===== config.mk =====
export PLATFORM = sky130hd
export DESIGN_NAME = particulate_smoke_alarm_with_mean_core
export DESIGN_NICKNAME = d
export VERILOG_FILES = /design/src/rtl/core/psam_pkg.sv /design/src/rtl/core/psam_div.sv /design/src/rtl/core/particulate_smoke_alarm_with_mean_core.sv
export SDC_FILE = /design/constraint.sdc
export NUM_CORES = 1
export LEC_CHECK = 0
export BUFFER_PORTS_ARGS = -buffer_cell sky130_fd_sc_hd__buf_2
export CORE_MARGIN = 2
export CORE_UTILIZATION = 56
export DETAILED_ROUTE_END_ITERATION = 8
export PLACE_DENSITY = 0.88
export SLEW_MARGIN = 20
export SYNTH_ARGS = -nofsm -noshare
export SYNTH_HDL_FRONTEND = slang
export SYNTH_HIERARCHICAL = 1
export SYNTH_SLANG_ARGS = --single-unit

===== constraint.sdc =====
create_clock -name clk -period 4.1 [get_ports clk]
set_input_delay 0.82 -clock clk [delete_from_list [all_inputs] [get_ports clk]]
set_output_delay 0.82 -clock clk [all_outputs]
set_load 0.1 [all_outputs]

===== src/rtl/core/psam_pkg.sv =====
// ----------------------------------------------------------------------------
// psam_pkg
// Shared widths, status codes and register indexes for the particulate
// smoke alarm with window means.
// ----------------------------------------------------------------------------
package psam_pkg;

    localparam int MAX_SAMPLES = 1024;

    localparam int PM_W     = 16;
    localparam int RUN_W    = 16;
    localparam int MEAN_W   = 16;
    localparam int CFG_W    = 16;
    localparam int CFG_IDX_W = 3;
    localparam int CNT_W    = $clog2(MAX_SAMPLES + 1);
    localparam int SUM_W    = PM_W + $clog2(MAX_SAMPLES);
    localparam int ITER_W   = $clog2(SUM_W + 1);

    localparam int IN_DATA_W  = 4 * PM_W;
    localparam int IN_USER_W  = 2;
    localparam int OUT_USED_W = 2 + RUN_W + 2 + 1 + 3 * MEAN_W;
    localparam int OUT_DATA_W = ((OUT_USED_W + 7) / 8) * 8;
    localparam int OUT_PAD_W  = OUT_DATA_W - OUT_USED_W;

    typedef enum logic [1:0] {
        STAT_OK      = 2'd0,
        STAT_WARNING = 2'd1,
        STAT_ALERT   = 2'd2,
        STAT_ERROR   = 2'd3
    } status_t;

    localparam logic [CFG_IDX_W-1:0] REG_SMOKE_WARN  = 3'd0;
    localparam logic [CFG_IDX_W-1:0] REG_SMOKE_EXTRA = 3'd1;
    localparam logic [CFG_IDX_W-1:0] REG_PM25_THRESH = 3'd2;
    localparam logic [CFG_IDX_W-1:0] REG_PM10_THRESH = 3'd3;
    localparam logic [CFG_IDX_W-1:0] REG_HCHO_LIMIT  = 3'd4;

endpackage


===== src/rtl/core/psam_div.sv =====
// ----------------------------------------------------------------------------
// psam_div
// Bit-serial restoring divider: window sum over sample count, one quotient
// bit per cycle, quotient shifted into the vacated dividend bits.
// ----------------------------------------------------------------------------
module psam_div (
    input  logic                         clk,
    input  logic                         rst_n,
    input  logic                         start,
    input  logic [psam_pkg::SUM_W-1:0]   dividend,
    input  logic [psam_pkg::CNT_W-1:0]   divisor,
    output logic                         done,
    output logic [psam_pkg::MEAN_W-1:0]  quotient
);

    logic [psam_pkg::SUM_W-1:0]  work_reg;
    logic [psam_pkg::SUM_W-1:0]  work_next;
    logic [psam_pkg::CNT_W-1:0]  rem_reg;
    logic [psam_pkg::CNT_W-1:0]  rem_next;
    logic [psam_pkg::CNT_W-1:0]  dvs_reg;
    logic [psam_pkg::ITER_W-1:0] iter_reg;
    logic                        busy_reg;
    logic                        done_reg;
    logic [psam_pkg::CNT_W:0]    trial;
    logic [psam_pkg::CNT_W:0]    dvs_ext;
    logic [psam_pkg::CNT_W:0]    diff;
    logic                        ge;

    always_comb
    begin
        trial     = {rem_reg, work_reg[psam_pkg::SUM_W-1]};
        dvs_ext   = {1'b0, dvs_reg};
        ge        = (trial >= dvs_ext);
        diff      = trial - dvs_ext;
        rem_next  = ge ? diff[psam_pkg::CNT_W-1:0] : trial[psam_pkg::CNT_W-1:0];
        work_next = {work_reg[psam_pkg::SUM_W-2:0], ge};
    end

    always_ff @(posedge clk or negedge rst_n)
    begin
        if (!rst_n)
        begin
            busy_reg <= 1'b0;
            done_reg <= 1'b0;
            iter_reg <= '0;
        end
        else
        begin
            done_reg <= 1'b0;
            if (start)
            begin
                busy_reg <= 1'b1;
                iter_reg <= psam_pkg::ITER_W'(psam_pkg::SUM_W);
            end
            else if (busy_reg)
            begin
                iter_reg <= iter_reg - 1'b1;
                if (iter_reg == psam_pkg::ITER_W'(1))
                begin
                    busy_reg <= 1'b0;
                    done_reg <= 1'b1;
                end
            end
        end
    end

    always_ff @(posedge clk)
    begin
        if (start)
        begin
            work_reg <= dividend;
            rem_reg  <= '0;
            dvs_reg  <= divisor;
        end
        else if (busy_reg)
        begin
            work_reg <= work_next;
            rem_reg  <= rem_next;
        end
    end

    assign done     = done_reg;
    assign quotient = work_reg[psam_pkg::MEAN_W-1:0];

endmodule


===== src/rtl/core/particulate_smoke_alarm_with_mean_core.sv =====
// ----------------------------------------------------------------------------
// particulate_smoke_alarm_with_mean_core
// Smoke run tracking, status classification and windowed PM means.
// ----------------------------------------------------------------------------
// Timing: an accepted input sets pend_reg, then its result is loaded into
//   m_tdata; on window close pend_reg is set only after the 26 divide steps.
// Input: no new item is taken until the previous result is loaded into the
//   output register, nor while the window-closing divides run.
// Stalls: input is held off while a result waits for the output side.
// Reset: async, active low; clears control and window state; config to defaults.
// ----------------------------------------------------------------------------
module particulate_smoke_alarm_with_mean_core (
    input  logic                                 clk,
    input  logic                                 rst_n,
    // config write port
    input  logic                                 cfg_we,
    input  logic [psam_pkg::CFG_IDX_W-1:0]       cfg_index,
    input  logic [psam_pkg::CFG_W-1:0]           cfg_data,
    // input stream
    input  logic                                 s_tvalid,
    output logic                                 s_tready,
    input  logic [psam_pkg::IN_DATA_W-1:0]       s_tdata,  // pm1, pm25, pm10, hcho
    input  logic [psam_pkg::IN_USER_W-1:0]       s_tuser,  // sensor_ok, hcho_present
    input  logic                                 s_tlast,  // window_end
    // output stream
    output logic                                 m_tvalid,
    input  logic                                 m_tready,
    // overall_status, smoke_count, smoke_level, hcho_alarm,
    // pm1_mean, pm25_mean, pm10_mean, zero pad
    output logic [psam_pkg::OUT_DATA_W-1:0]      m_tdata,
    output logic                                 m_tuser   // mean_updated
);

    typedef enum logic [1:0] {
        IDLE = 2'b01,
        DIV  = 2'b10
    } state_t;

    localparam int PM_W   = psam_pkg::PM_W;
    localparam int RUN_W  = psam_pkg::RUN_W;
    localparam int SUM_W  = psam_pkg::SUM_W;
    localparam int CNT_W  = psam_pkg::CNT_W;
    localparam int MEAN_W = psam_pkg::MEAN_W;

    state_t state_reg;

    logic [psam_pkg::CFG_W-1:0] warn_reg;
    logic [psam_pkg::CFG_W-1:0] extra_reg;
    logic [psam_pkg::CFG_W-1:0] thr25_reg;
    logic [psam_pkg::CFG_W-1:0] thr10_reg;
    logic [psam_pkg::CFG_W-1:0] hlimit_reg;

    logic [RUN_W-1:0]  run_reg;
    logic [SUM_W-1:0]  sum1_reg;
    logic [SUM_W-1:0]  sum25_reg;
    logic [SUM_W-1:0]  sum10_reg;
    logic [CNT_W-1:0]  count_reg;
    logic [MEAN_W-1:0] avg1_reg;
    logic [MEAN_W-1:0] avg25_reg;
    logic [MEAN_W-1:0] avg10_reg;
    psam_pkg::status_t smoke_reg;
    logic              hcho_reg;
    psam_pkg::status_t status_reg;
    logic              upd_reg;
    logic              pend_reg;

    logic [PM_W-1:0]   pm1;
    logic [PM_W-1:0]   pm25;
    logic [PM_W-1:0]   pm10;
    logic [PM_W-1:0]   hcho;
    logic              sensor_ok;
    logic              hcho_present;
    logic              accept;
    logic              smoky;
    logic              acc_en;
    logic [RUN_W-1:0]  run_next;
    logic [SUM_W-1:0]  sum1_next;
    logic [SUM_W-1:0]  sum25_next;
    logic [SUM_W-1:0]  sum10_next;
    logic [CNT_W-1:0]  count_next;
    logic [CNT_W-1:0]  divisor;
    logic [RUN_W:0]    alert_at;
    psam_pkg::status_t status_next;
    psam_pkg::status_t smoke_next;
    logic              hcho_next;
    logic              div_start;
    logic [2:0]        div_done;
    logic [MEAN_W-1:0] q1;
    logic [MEAN_W-1:0] q25;
    logic [MEAN_W-1:0] q10;
    logic              out_load;

    assign pm1          = s_tdata[PM_W-1:0];
    assign pm25         = s_tdata[2*PM_W-1:PM_W];
    assign pm10         = s_tdata[3*PM_W-1:2*PM_W];
    assign hcho         = s_tdata[4*PM_W-1:3*PM_W];
    assign sensor_ok    = s_tuser[0];
    assign hcho_present = s_tuser[1];

    assign s_tready  = (state_reg == IDLE) && !pend_reg;
    assign accept    = s_tvalid && s_tready;
    assign div_start = accept && sensor_ok && s_tlast;
    assign out_load  = pend_reg && (!m_tvalid || m_tready);

    always_comb
    begin
        smoky  = (pm25 > thr25_reg) && (pm10 > thr10_reg);
        if (!smoky)
            run_next = '0;
        else if (run_reg == {RUN_W{1'b1}})
            run_next = run_reg;
        else
            run_next = run_reg + 1'b1;

        acc_en     = (count_reg < CNT_W'(psam_pkg::MAX_SAMPLES));
        sum1_next  = acc_en ? sum1_reg + SUM_W'(pm1) : sum1_reg;
        sum25_next = acc_en ? sum25_reg + SUM_W'(pm25) : sum25_reg;
        sum10_next = acc_en ? sum10_reg + SUM_W'(pm10) : sum10_reg;
        count_next = acc_en ? count_reg + 1'b1 : count_reg;
        divisor    = (count_next == '0) ? CNT_W'(1) : count_next;

        alert_at    = {1'b0, warn_reg} + {1'b0, extra_reg};
        smoke_next  = smoke_reg;
        hcho_next   = hcho_reg;
        if ({1'b0, run_next} >= alert_at)
        begin
            smoke_next  = psam_pkg::STAT_ALERT;
            status_next = psam_pkg::STAT_ALERT;
        end
        else if (run_next >= warn_reg)
        begin
            smoke_next  = psam_pkg::STAT_WARNING;
            status_next = psam_pkg::STAT_WARNING;
        end
        else if (hcho_present && (hcho >= hlimit_reg))
        begin
            hcho_next   = 1'b1;
            status_next = psam_pkg::STAT_ALERT;
        end
        else
        begin
            smoke_next  = psam_pkg::STAT_OK;
            hcho_next   = 1'b0;
            status_next = psam_pkg::STAT_OK;
        end
    end

    always_ff @(posedge clk or negedge rst_n)
    begin
        if (!rst_n)
        begin
            warn_reg   <= '0;
            extra_reg  <= '0;
            thr25_reg  <= '0;
            thr10_reg  <= '0;
            hlimit_reg <= '1;
        end
        else if (cfg_we)
        begin
            unique case (cfg_index)
                psam_pkg::REG_SMOKE_WARN:  warn_reg   <= cfg_data;
                psam_pkg::REG_SMOKE_EXTRA: extra_reg  <= cfg_data;
                psam_pkg::REG_PM25_THRESH: thr25_reg  <= cfg_data;
                psam_pkg::REG_PM10_THRESH: thr10_reg  <= cfg_data;
                psam_pkg::REG_HCHO_LIMIT:  hlimit_reg <= cfg_data;
                default: ;
            endcase
        end
    end

    always_ff @(posedge clk or negedge rst_n)
    begin
        if (!rst_n)
        begin
            state_reg  <= IDLE;
            run_reg    <= '0;
            sum1_reg   <= '0;
            sum25_reg  <= '0;
            sum10_reg  <= '0;
            count_reg  <= '0;
            avg1_reg   <= '0;
            avg25_reg  <= '0;
            avg10_reg  <= '0;
            smoke_reg  <= psam_pkg::STAT_OK;
            hcho_reg   <= 1'b0;
            status_reg <= psam_pkg::STAT_OK;
            upd_reg    <= 1'b0;
            pend_reg   <= 1'b0;
        end
        else
        begin
            if (out_load)
                pend_reg <= 1'b0;
            unique case (state_reg)
                IDLE:
                begin
                    if (accept)
                    begin
                        if (!sensor_ok)
                        begin
                            status_reg <= psam_pkg::STAT_ERROR;
                            upd_reg    <= 1'b0;
                            pend_reg   <= 1'b1;
                        end
                        else
                        begin
                            run_reg    <= run_next;
                            smoke_reg  <= smoke_next;
                            hcho_reg   <= hcho_next;
                            status_reg <= status_next;
                            if (s_tlast)
                            begin
                                sum1_reg  <= '0;
                                sum25_reg <= '0;
                                sum10_reg <= '0;
                                count_reg <= '0;
                                upd_reg   <= 1'b1;
                                state_reg <= DIV;
                            end
                            else
                            begin
                                sum1_reg  <= sum1_next;
                                sum25_reg <= sum25_next;
                                sum10_reg <= sum10_next;
                                count_reg <= count_next;
                                upd_reg   <= 1'b0;
                                pend_reg  <= 1'b1;
                            end
                        end
                    end
                end
                DIV:
                begin
                    if (&div_done)
                    begin
                        avg1_reg  <= q1;
                        avg25_reg <= q25;
                        avg10_reg <= q10;
                        pend_reg  <= 1'b1;
                        state_reg <= IDLE;
                    end
                end
                default: state_reg <= IDLE;
            endcase
        end
    end

    always_ff @(posedge clk or negedge rst_n)
    begin
        if (!rst_n)
            m_tvalid <= 1'b0;
        else if (out_load)
            m_tvalid <= 1'b1;
        else if (m_tready)
            m_tvalid <= 1'b0;
    end

    always_ff @(posedge clk)
    begin
        if (out_load)
        begin
            m_tdata <= {{psam_pkg::OUT_PAD_W{1'b0}}, avg10_reg, avg25_reg, avg1_reg,
                        hcho_reg, smoke_reg, run_reg, status_reg};
            m_tuser <= upd_reg;
        end
    end

    psam_div u_div_pm1 (
        .clk      (clk),
        .rst_n    (rst_n),
        .start    (div_start),
        .dividend (sum1_next),
        .divisor  (divisor),
        .done     (div_done[0]),
        .quotient (q1)
    );

    psam_div u_div_pm25 (
        .clk      (clk),
        .rst_n    (rst_n),
        .start    (div_start),
        .dividend (sum25_next),
        .divisor  (divisor),
        .done     (div_done[1]),
        .quotient (q25)
    );

    psam_div u_div_pm10 (
        .clk      (clk),
        .rst_n    (rst_n),
        .start    (div_start),
        .dividend (sum10_next),
        .divisor  (divisor),
        .done     (div_done[2]),
        .quotient (q10)
    );

endmodule

==> results.cfg <==
[status]
outcome = completed

[route]
drc_errors = 0
routed_wl_microns = 67040
vias = 20140
first_pass_iters = 8
drt-initial-drc-count = 1714
antenna_left = 0
vias_per_cell = 6.038
wl_per_cell_microns = 20.10

[clock_network]
cts_sinks = 478
cts_buffers = 50
clock_latency_ps = 600
htreeDepth = 2
clk_pin_slew_worst_paths_ps = 60
cts_max_path_buffers = 3
cts_tree = done
cts_root_buffer = clkbuf_16
cts_hold_buf = 0

[global_route]
grt_overflow = 0
antenna_found_initial = 5
grt_pass1_vias = 20680
grt_max_degree = 155
track_usage_pct = 26.99
grt_pass1_wl_microns = 107200

[power_and_ir_drop]
max-vdd-ir-drop_mv = 0.4983
p_per_area_nw_per_um2 = 669.5
cellLeakagePower_nw = 12.88
power_w = 0.02027

[sta]
skew_ps = 15.46
period_minus_slack_ps = 4021
hold_viol = 0
rsz0062_at_grt = yes
setup_violations = 0
setup_slack_ps = 79.34
timing.slew.headroom_pct = 26.45
finalMaxSlewViolations = 0
fmax_mhz = 248.7
worst_pin_slew_ps = 1103
fin_crit_sh_pct = 98.06

[place]
dp_hpwl_microns = 46320
place_area_sq_um = 28530
routabilityCongestion = 0.9247
port_buffers = 162
pre_cts_slack_ps = -498.9

[layout]
regMostFlops = m_tdata
syn_to_final_growth_pct = 13.53
largest_reg_flops = 69
nets = 2967
drive_gt1_share_pct = 23.48
final_cell_mix = 293 x nand2_1, 246 x dfrtp_1, 181 x ha_1, 181 x edfxtp_1, 177 x o21ai_0
layout_commonest_cell = nand2_1
final_area_sq_um = 30280

[logic_synthesis]
synth_seq_area_share_pct = 47.70
synth_edf_count = 181
ys_types = 89
synth_ff_type = dfrtp_1
async_reset_ff_share_pct = 55.23
synth-seq-cells = 478
synthesis.area_sq_um = 26670
avgSynthCellArea_sq_um = 10.72
ys_warn_count = 6
netlist_instances = 2488

[worst_setup_path]
crit_arrival_ps = 4500
critical_path_required_ps = 4580
crit_type = reg -> reg
crit_path_top_delay_cell = dfrtp_1
start_kind = flip-flop
crit_path_max_fanout = 2
cp_slowest_stage_delay_ps = 380
end_kind = flip-flop
path_cells = ha_1, a21o_1, a21o_1, a21oi_2, o21ai_2, nand4_1, a311oi_2, o21a_1, o21ai_2, mux2i_1, a2111oi_2, buf_4, ha_4, a21oi_4, nor2_2, a211oi_2, o31ai_2, nand4_1, and3_4, mux2_4

[die]
num_rows = 79
initial_utilization_pct = 57.05
die_width_microns = 222.2
core_sq_um = 46750
io_pins = 166
die-area_sq_um = 49390
die-height_microns = 222.2

[flow_run]
drv_cap = 0

[worst_hold_path]
min_path_type = in -> async
cells by family (layout without fill, tap and decap cells):
kind of cell | Yosys count | in the layout | synth area share [%]
and+or+nand+nor | 668 | 668 | 11.94
adders and majority gates | 192 | 192 | 9.204
DFF | 478 | 478 | 47.70
xor gates and xnor gates | 127 | 127 | 4.170
buffers and inverters | 285 | 521 | 5.235
muxes | 205 | 205 | 8.524
AOI/OAI and AO/OA | 532 | 532 | 13.21
other | 1 | 5 | 0.01406
power by group:
group	internal (W)	switching, W
registers	0.00652	0.000947
logic	0.00346	0.00483
clock network	0.00256	0.00196
total	0.0125	0.00773
cells in the mapped netlist (17+ instances only):
master	number	share of area, %
inv_1	140	2.0
o31ai_1	22	0.62
dfxtp_1	33	2.5
nand3_1	35	0.66
dfrtp_1	247	23
xor2_1	54	1.8
ha_1	185	8.7
mux2i_1	31	1.2
and3_1	22	0.52
xnor2_1	73	2.4
o21a_1	23	0.65
mux2_2	173	7.3
nand2b_1	20	0.47
dfstp_2	17	1.7
nand2_1	294	4.1
clkbuf_1	60	0.84
nand4_1	30	0.70
a311oi_1	19	0.62
a21o_1	41	1.2
o21ai_0	182	3.4
edfxtp_1	181	20
a21oi_1	92	1.7
nor2_1	117	1.6
a22o_1	33	1.1
buf_4	54	1.5
nor3_1	35	0.66
routing by layer:
metal	GRT usage, %	share of wire (%)	up-vias
met1	34.25	41	9912
met3	4.271	6.9	185
met2	45.89	48	754
met4	11.73	3.9	6
li1	-	-	9280
met5	0	0.064	-
what timing repair did:
action,4_1_cts,5_1_grt
cloned,0,0
resized for setup,5,18
buffers inserted,0,2
setup endpoints to repair,5,5
pin swaps,1,18
metrics by stage:
step / std cells / hold slack [ps] / util (%) / TNS, ps
global route: 3333 / 328.6 / 64.76 / -72.85
global placement: 3237 / 423.3 / 61.02 / -1515
detailed placement: 3237 / 429.6 / 61.02 / -2138
CTS: 3331 / 283.7 / 64.53 / 0
finish: 3335 / 274.7 / 64.77 / 0
floorplan: 2490 / 419.4 / - / 0
final timing paths:
path | startpoint | endpoint | slack [ps] | depth (start not counted)
worst min-delay path | rst_n | sum10_reg[20] | 270 | 1
worst min register to register | avg1_reg[8] | m_tdata[29] | 440 | 0
worst max-delay path | warn_reg[0] | hcho_reg | 80 | 20
min in group clk | avg1_reg[8] | m_tdata[29] | 440 | 0
worst max register to register | warn_reg[0] | hcho_reg | 80 | 20
max in group asynchronous | rst_n | smoke_reg[0] | 2980 | 2
worst max-delay path, delay by kind of cell (launching register included):
| kind | cells | cell delay [ps] |
|---|---|---|
| muxes | 2 | 410 |
| adders and majority gates | 2 | 440 |
| DFF | 1 | 380 |
| buffers and inverters | 1 | 180 |
| and+or+nand+nor | 4 | 530 |
| AOI/OAI and AO/OA | 11 | 1940 |
layout make-up:
class / instances / area, sq um
Antenna cell: 2 / 5.005
Multi-Input combinational cell: 1727 / 12780
Clock buffer: 72 / 1425
Fill cell: 3372 / 16470
Sequential cell: 478 / 12730
Inverter: 141 / 529.3
Timing Repair Buffer: 286 / 1852
Tap cell: 607 / 759.5
Clock inverter: 22 / 206.4
Power figures use the tool's default switching activity.
